--- config.mk ---
export PLATFORM = sky130hd
export DESIGN_NAME = fopb_ctrl
export DESIGN_NICKNAME = d
export VERILOG_FILES = /design/src/fopb_pkg.sv /design/src/fopb_ctrl.sv
export VERILOG_INCLUDE_DIRS = /design/src /design/src/src
export SDC_FILE = /design/constraint.sdc
export NUM_CORES = 1
export LEC_CHECK = 0
export ABC_AREA = 0
export ABC_CLOCK_PERIOD_IN_PS = 2700
export BUFFER_PORTS_ARGS = -buffer_cell sky130_fd_sc_hd__buf_2
export CORE_AREA = 5 5 42 44
export DETAILED_ROUTE_END_ITERATION = 7
export DIE_AREA = 0 0 47 49
export GPL_TIMING_DRIVEN = 0
export HOLD_SLACK_MARGIN = 0.05
export RECOVER_POWER = 50
export SETUP_SLACK_MARGIN = 0.3
export SYNTH_ARGS = -nofsm -noshare
export SYNTH_HDL_FRONTEND = slang
export SYNTH_SLANG_ARGS = --single-unit
--- constraint.sdc ---
create_clock -name clk -period 2.7 [get_ports clk]
set_input_delay 0.27 -clock clk [delete_from_list [all_inputs] [get_ports clk]]
set_output_delay 0.27 -clock clk [all_outputs]
set_load 0.01 [all_outputs]
--- src/fifo_overwrite_peek_burst_defines.svh ---
// Assertion macros shared by the ring buffer modules.
`ifndef FIFO_OVERWRITE_PEEK_BURST_DEFINES_SVH
`define FIFO_OVERWRITE_PEEK_BURST_DEFINES_SVH

// Same-cycle implication, clocked on clk, quiet during reset.
`define FOPB_ASSERT_NOW(lbl, ante, cons, msg) \
	lbl: assert property (@(posedge clk) disable iff (!arst_n) (ante) |-> (cons)) \
		else $error(msg);

// Next-cycle implication, clocked on clk, quiet during reset.
`define FOPB_ASSERT_NEXT(lbl, ante, cons, msg) \
	lbl: assert property (@(posedge clk) disable iff (!arst_n) (ante) |=> (cons)) \
		else $error(msg);

`endif

--- src/fopb_pkg.sv ---
// Shared types and constants of the overwrite/peek/burst ring buffer.
package fopb_pkg;

	localparam int FOPB_DEPTH     = 256;
	localparam int FOPB_MAX_BURST = 64;
	localparam int FOPB_CAP_RESET = 256;

	localparam int CMD_W   = 3;
	localparam int DATA_W  = 16;
	localparam int COUNT_W = 7;
	localparam int STAT_W  = 3;
	localparam int OCC_W   = 9;
	localparam int CFG_W   = 9;
	localparam int CFG_IDX_W = 1;

	// command codes
	localparam logic [CMD_W-1:0] CMD_PUSH  = 3'd0;
	localparam logic [CMD_W-1:0] CMD_POP   = 3'd1;
	localparam logic [CMD_W-1:0] CMD_FLUSH = 3'd2;
	localparam logic [CMD_W-1:0] CMD_SETW  = 3'd3;
	localparam logic [CMD_W-1:0] CMD_SETR  = 3'd4;

	// status codes
	localparam logic [STAT_W-1:0] ST_OK     = 3'd0;
	localparam logic [STAT_W-1:0] ST_FULL   = 3'd1;
	localparam logic [STAT_W-1:0] ST_EMPTY  = 3'd2;
	localparam logic [STAT_W-1:0] ST_FEW    = 3'd3;
	localparam logic [STAT_W-1:0] ST_WPROT  = 3'd4;
	localparam logic [STAT_W-1:0] ST_RPROT  = 3'd5;
	localparam logic [STAT_W-1:0] ST_ZERO   = 3'd6;

	// configuration register indexes
	localparam logic [CFG_IDX_W-1:0] CFG_CAPACITY  = 1'd0;
	localparam logic [CFG_IDX_W-1:0] CFG_OVERWRITE = 1'd1;

	typedef struct packed {
		logic [CMD_W-1:0]   cmd;
		logic [DATA_W-1:0]  data_in;
		logic [COUNT_W-1:0] count;
		logic               keep;
		logic               bypass;
		logic               flag;
	} fopb_req_t;

	typedef struct packed {
		logic [DATA_W-1:0] data_out;
		logic [STAT_W-1:0] status;
		logic              last;
		logic [OCC_W-1:0]  occupancy;
		logic              is_empty;
		logic              is_full;
	} fopb_rsp_t;

	// controller -> datapath
	typedef struct packed {
		logic accept;   // transaction taken this cycle
		logic start;    // accepted pop that will burst
		logic emit;     // burst word goes to output register
		logic load;     // output register loads
	} fopb_ctl_t;

	// datapath -> controller
	typedef struct packed {
		logic pop_go;       // current pop request passes all checks
		logic burst_last;   // one word left in burst
	} fopb_sts_t;

endpackage

--- src/fopb_ctrl.sv ---
// Controller: handshake, burst sequencing and output-register valid.
`include "fifo_overwrite_peek_burst_defines.svh"
module fopb_ctrl (
	input  logic                           clk,
	input  logic                           arst_n,
	input  logic                           req_valid,
	output logic                           req_ready,
	input  logic [fopb_pkg::CMD_W-1:0]     req_cmd,
	output logic                           rsp_valid,
	input  logic                           rsp_ready,
	input  fopb_pkg::fopb_sts_t            sts,
	output fopb_pkg::fopb_ctl_t            ctl
);
	import fopb_pkg::*;

	typedef enum logic {
		S_IDLE,
		S_BURST
	} state_t;

	state_t state_q;
	logic   out_v_q;
	logic   ofree;
	logic   acc;
	logic   known;

	assign ofree     = !out_v_q || rsp_ready;
	assign req_ready = (state_q == S_IDLE) && ofree;
	assign acc       = req_valid && req_ready;
	assign known     = (req_cmd <= CMD_SETR);

	always_comb begin
		ctl.accept = acc;
		ctl.start  = acc && (req_cmd == CMD_POP) && sts.pop_go;
		ctl.emit   = (state_q == S_BURST) && ofree;
		ctl.load   = (acc && !ctl.start && known) || ctl.emit;
	end

	always_ff @(posedge clk or negedge arst_n) begin
		if (!arst_n) begin
			state_q <= S_IDLE;
			out_v_q <= 1'b0;
		end else begin
			out_v_q <= ctl.load || (out_v_q && !rsp_ready);
			unique case (state_q)
				S_IDLE: begin
					if (ctl.start) begin
						state_q <= S_BURST;
					end
				end
				S_BURST: begin
					if (ctl.emit && sts.burst_last) begin
						state_q <= S_IDLE;
					end
				end
				default: state_q <= S_IDLE;
			endcase
		end
	end

	assign rsp_valid = out_v_q;

	`FOPB_ASSERT_NEXT(a_burst_enter, ctl.start, state_q == S_BURST, "burst not entered")
	`FOPB_ASSERT_NEXT(a_burst_exit, ctl.emit && sts.burst_last, state_q == S_IDLE,
		"burst did not end after last word")
endmodule

==> run metrics, run 1 <==
fin nets 46; I/O pin cnt 15; Tcrit/Tclk final 51.7%; predominant post-synthesis flop cell dfrtp_1; Reg clk slew, reported paths 30 ps; starting DRC count in detailed routing 0; Fillers 168; CP startpoint rsp_valid; final setup fails 0; worst-path cell chain nand2b_1 > and2_4 > o21bai_1 > buf_2; critical path class reg2out; crit path time final 1400 ps; FP Rows 14; crit path max-delay cell type dfrtp_1; Worst Path Buf+Inv 1; number of post-CTS setup repair buffers 0; met2 Use GR 7.01%; Peak supply drop 0.000161 V; Area Overhead vs Synth 73.6%; pwr/cell area 814 mW/mm^2; max cap viols 0; actual slew at the worst max-slew pin 157 ps; synth unique cells 14; Starting Density 11.5%; Hold Fails Final Rpt 0; cell taking the most area after synthesis dfrtp_1; die area 0.00230 sq mm; layout cell share with drive strength beyond 1 60.0%; Fmax 717 MHz; met1 usage 3.52%; largest net degree at the start of global routing 5; Core Area 0.00140 sq mm; Post-DRT Antenna Nets 0; PostCTS Resize Cnt 0; WL/cell 8.90 microns; grt peak-use layer met2; mapped cell area 161 sq um; CP Capture Type output pin; vias in the first global route 193; setup TNS 0 ps; first drt pass iteration count 1; outcome completed; Vias/cell 3.61; Syn. warnings 0; worst skew pair latency 220 ps; gr ovfl total 0; M3 GR Usage 4.43%; CP required 2430 ps; DRC errors left 0; final wirelength 454 microns; CP Launch Type flop; share of the synthesized area in the top cell type 31.0%; HPWL Detailed 386 microns; die width 47 microns; Placer Congestion 0.692; HP Class in2reg; CTS tree built; # hold bufs at CTS 1; Crit path max-delay family flip-flops; synth cell count leaders 2 x dfrtp_1, 2 x inv_1, 2 x nor2b_1; crit path DAT 1130 ps; Die Ht 49 microns; sequential area share after synthesis 31.0%; flops & latches, synth 2; Slew headroom 89.4%; max incr delay on CP 360 ps; max-slew violations 0; min-delay src sts[0]; GRT Util Overall 5.00%; # diodes 0; clk_skew 0.284 ps; Post-synth ARST share 100%; number of buffers created by CTS 3; crit-path max FO 4; unrepaired setup endpoints after global routing false; H-Tree Depth 1; initial antenna violation count 0; Post-synth EDFFs 0; Area contributors post-synth dfrtp_1 31%, a2bb2oi_2 9.3%, nor2b_1 7.8%, and4_4 7.0%, and2_4 5.4%; Buffers on Ports 14; Post-Syn Instances 17; Sink Count 2; Leak 0.150 nW; Syn Area/Cell 9.49 sq um; maximum buffer depth of the clock tree 2; root buf cell clkbuf_4; syn_nets 26; first-pass GRT wire length 717 microns; final hold slack 214 ps; DR vias 184; RR Startpoint state_q
[cell families after synthesis]
family | Yosys count | share of synthesized area, %
and+or+nand+nor | 8 | 37.2
AOI/OAI and AO/OA | 4 | 22.5
DFF | 2 | 31.0
buffers and inverters | 3 | 9.31
[state kept, by name, indices dropped and copies added (netlist names)]
name	flops
state_q	1
rsp_valid	1
[cells in the final DEF, fill, tap and decap left out]
master	synthesis	layout
inv_1	2	2
clkbuf_4	0	3
nor2b_1	2	2
o21ai_0	0	1
buf_2	0	12
clkbuf_1	0	2
dlygate4sd3_1	0	1
nand2b_1	1	1
a2bb2oi_2	1	1
and2_4	1	1
and2b_2	1	1
nand2_1	1	1
buf_4	1	1
o21bai_1	1	1
nor2b_2	1	1
o22a_1	1	1
dfrtp_1	2	2
and4_2	0	1
[where the power goes]
part / switching [mW] / internal (mW)
logic: 0.0502 / 0.0595
clock network: 0.0167 / 0.0490
registers: 0.0103 / 0.0424
[metal layers]
| metal | routed length, microns | up-vias |
|---|---|---|
| li1 | - | 95 |
| met1 | 146 | 80 |
| met2 | 226 | 9 |
| met3 | 81 | 0 |
| met4 | 0 | 0 |
| met5 | 0 | - |
[cell type report]
| type | instances | area (sq um) | area share (%) |
|---|---|---|---|
| Multi-Input combinational cell | 12 | 95.1 | 33.9 |
| Timing Repair Buffer | 15 | 77.6 | 27.7 |
| Sequential cell | 2 | 50.0 | 17.9 |
| Clock buffer | 3 | 22.5 | 8.04 |
| Tap cell | 16 | 20.0 | 7.14 |
| Buffer | 1 | 7.51 | 2.68 |
| Inverter | 2 | 7.51 | 2.68 |
[worst register-to-register path, stage by stage (launching register included)]
cell,delay [ps]
dfrtp_1,400
nor2b_2,130
and4_2,240
a2bb2oi_2,130
[path summary, 6_finish.rpt]
path | end | slack (ps) | depth (start not counted)
worst max-delay path | ctl[0] | 1300 | 4
worst max register to register | state_q | 1730 | 3
min in group asynchronous | rsp_valid | 370 | 2
worst min-delay path | state_q | 210 | 2
worst min register to register | state_q | 580 | 1
max in group asynchronous | state_q | 2210 | 2
[per-stage QoR]
stage | instances | area [sq um] | utilization [%] | total power [mW] | setup WS [ps]
floorplan | 17 | 161 | - | 0.125 | 1590
global placement | 47 | 251 | 17.9 | 0.168 | 1420
detailed placement | 47 | 251 | 17.9 | 0.168 | 1420
CTS | 51 | 284 | 20.3 | 0.240 | 1270
global route | 51 | 280 | 20.0 | 0.252 | 1200
finish | 51 | 280 | 20.0 | 0.228 | 1300
No activity file was read; power rests on OpenSTA's default activity.
==> inputs of run 2 (changes only) <==
- ABC_AREA: 0 -> 1
- ABC_CLOCK_PERIOD_IN_PS: 2700 -> 1300
- clock period: 2.7 -> 1.3 ns (I/O delays scaled with it)
==> run 2 against run 1 <==
Via count rose by 13%. Sequential power is 100% higher. Register-to-register slack got worse by 1400 ps. Area after synthesis grew 15%. Routed wire length is 1.3% higher. Critical path type unchanged. Critical endpoint unchanged. Largest cell class is now buffers. Highest routed layer unchanged.
==> run metrics, run 2 <==
outcome completed; Fmax 822 MHz; met2 Use GR 7.01%; I/O pin cnt 15; crit path time final 1220 ps; max-slew violations 0; worst skew pair latency 220 ps; FP Rows 14; Leak 0.218 nW; HPWL Detailed 385 microns; # diodes 0; Post-synth ARST share 100%; DP Worst Slack 292 ps; end-of-flow core utilization 24.4%; Cell Area, Placed 275 sq um; Post-synth EDFFs 0; Syn. warnings 0; pwr/cell area 1710 mW/mm^2; Reg clk slew, reported paths 30 ps; met1 usage 4.40%; Slew headroom 91.4%; Post-Syn Instances 28; M3 GR Usage 1.85%; fin nets 60; synth cell count leaders 8 x nand2_1, 6 x inv_1, 3 x nand2_2, 3 x nor2_1; die area 0.00230 sq mm; Syn Area/Cell 6.61 sq um; flops & latches, synth 2; Placer Congestion 0.647; first drt pass iteration count 1; vias in the first global route 218; Sink Count 2; unrepaired setup endpoints after global routing true; Area contributors post-synth dfrtp_1 27%, nand2_1 16%, inv_1 12%, nor2_8 11%, nand2_2 10%; CP required 1170 ps; Worst Path Buf+Inv 1; cell taking the most area after synthesis dfrtp_1; min-delay src sts[0]; RR Startpoint rsp_valid; clk_skew 0.158 ps; Crit path max-delay family simple AND/OR/NAND/NOR gates; Area Overhead vs Synth 84.5%; CTS tree built; CP Launch Type flop; Design Area, Final 342 sq um; Peak supply drop 0.000306 V; setup TNS 0 ps; Placed Instances 58; syn_nets 37; predominant post-synthesis flop cell dfrtp_1; GRT Util Overall 5.00%; max incr delay on CP 370 ps; first-pass GRT wire length 772 microns; crit path max-delay cell type dfrtp_1; Starting Density 13.2%; CP Capture Type output pin; WL/cell 7.08 microns; actual slew at the worst max-slew pin 129 ps; sequential area share after synthesis 27.0%; crit-path max FO 3; Hold Fails Final Rpt 0; worst-path cell chain nand2_2 > nand2_4 > nor2_8 > nand2_2 > nand2_1 > buf_2; H-Tree Depth 1; Tcrit/Tclk final 93.6%; WHS Path Cells 4; HP Class in2reg; root buf cell clkbuf_4; r2r endpoint rsp_valid; fin cells 65; Buffers on Ports 14; commonest non-fill, non-tap cell in the layout buf_2; Tot Pwr 583 uW; Die Ht 49 microns; gr ovfl total 0; most frequent cells in the layout 11 x buf_2, 8 x nand2_1, 4 x inv_2, 4 x inv_1, 4 x buf_4; maximum buffer depth of the clock tree 2; die width 47 microns; most frequent CP cell nand2_2; Core Area 0.00140 sq mm; DRC errors left 0; final setup fails 0; layout cell share with drive strength beyond 1 61.2%; number of buffers created by CTS 3; share of the synthesized area in the top cell type 27.0%; Post-DRT Antenna Nets 0; largest net degree at the start of global routing 4; grt peak-use layer met2; Vias/cell 3.18; DR vias 207; worst reg-to-reg setup slack 330 ps; critical path class reg2out; crit path DAT 1090 ps; final wirelength 460 microns; synth unique cells 10; max cap viols 0; mapped cell area 185 sq um; top-count cell post-synth nand2_1; R2R depth 6; initial antenna violation count 0; starting DRC count in detailed routing 0; final hold slack 159 ps; Hold Path Sink state_q; Setup WS post-layout 83.6 ps
[run 2: cell count changes after synthesis, moves of 2 or more]
cell | previous run | this run
nand2_1 | 1 | 8
nand2_2 | 0 | 3
inv_2 | 0 | 2
nor2b_1 | 2 | 0
inv_1 | 2 | 6
nor2_1 | 0 | 3
[run 2: layout make-up]
| type | count | area, sq um |
|---|---|---|
| well taps | 16 | 20.0 |
| plain buffers | 1 | 7.51 |
| flip-flops and latches | 2 | 50.0 |
| repair buffers | 18 | 114 |
| fillers | 166 | 1060 |
| inverters | 8 | 30.0 |
| multi-input cells | 17 | 97.6 |
| clock buffers | 3 | 22.5 |
[run 2: where the power goes]
group / leakage [nW] / internal (mW) / switching, mW / total [mW]
logic: 0.179 / 0.172 / 0.167 / 0.339
registers: 0.0247 / 0.0891 / 0.0175 / 0.107
clock network: 0.0138 / 0.102 / 0.0360 / 0.138
total: 0.218 / 0.363 / 0.220 / 0.583
[run 2: routing by layer]
layer / share of wire (%) / wire length [microns] / up-vias
met3: 15 / 69 / 0
li1: - / - / 118
met1: 35 / 163 / 79
met2: 49 / 227 / 10
met5: 0 / 0 / -
met4: 0 / 0 / 0
[run 2: worst reg2reg max path, delay by kind of cell (launching register included)]
family,cells,cell delay [ps]
buffers and inverters,3,280
DFF,1,370
and+or+nand+nor,3,200
[run 2: how the worst max path moves through the flow]
stage | slack (ps) | start | cells past startpoint | endpoint
final | 80 | rsp_valid | 6 | ctl[0]
after global routing | 2 | rsp_valid | 6 | ctl[2]
after CTS | 60 | rsp_valid | 6 | ctl[0]
after detailed placement | 290 | state_q | 6 | ctl[0]
after global placement | 300 | state_q | 6 | ctl[0]
after floorplan | 360 | rsp_valid | 5 | ctl[0]
[run 2: kinds of logic (layout without fill, tap and decap cells)]
family	after synthesis	count (layout)	share of synthesized area, %
buf+inv	9	30	20.3
flops	2	2	27.0
simple gates	17	17	52.7
[run 2: what timing repair did]
action | in CTS | in global routing
hold buffers | 1 | 0
pin swaps | 1 | 0
cloned | 0 | 0
hold endpoints to repair | 2 | 0
setup endpoints to repair | 5 | 5
resized for setup | 2 | 2
setup buffers | 1 | 2
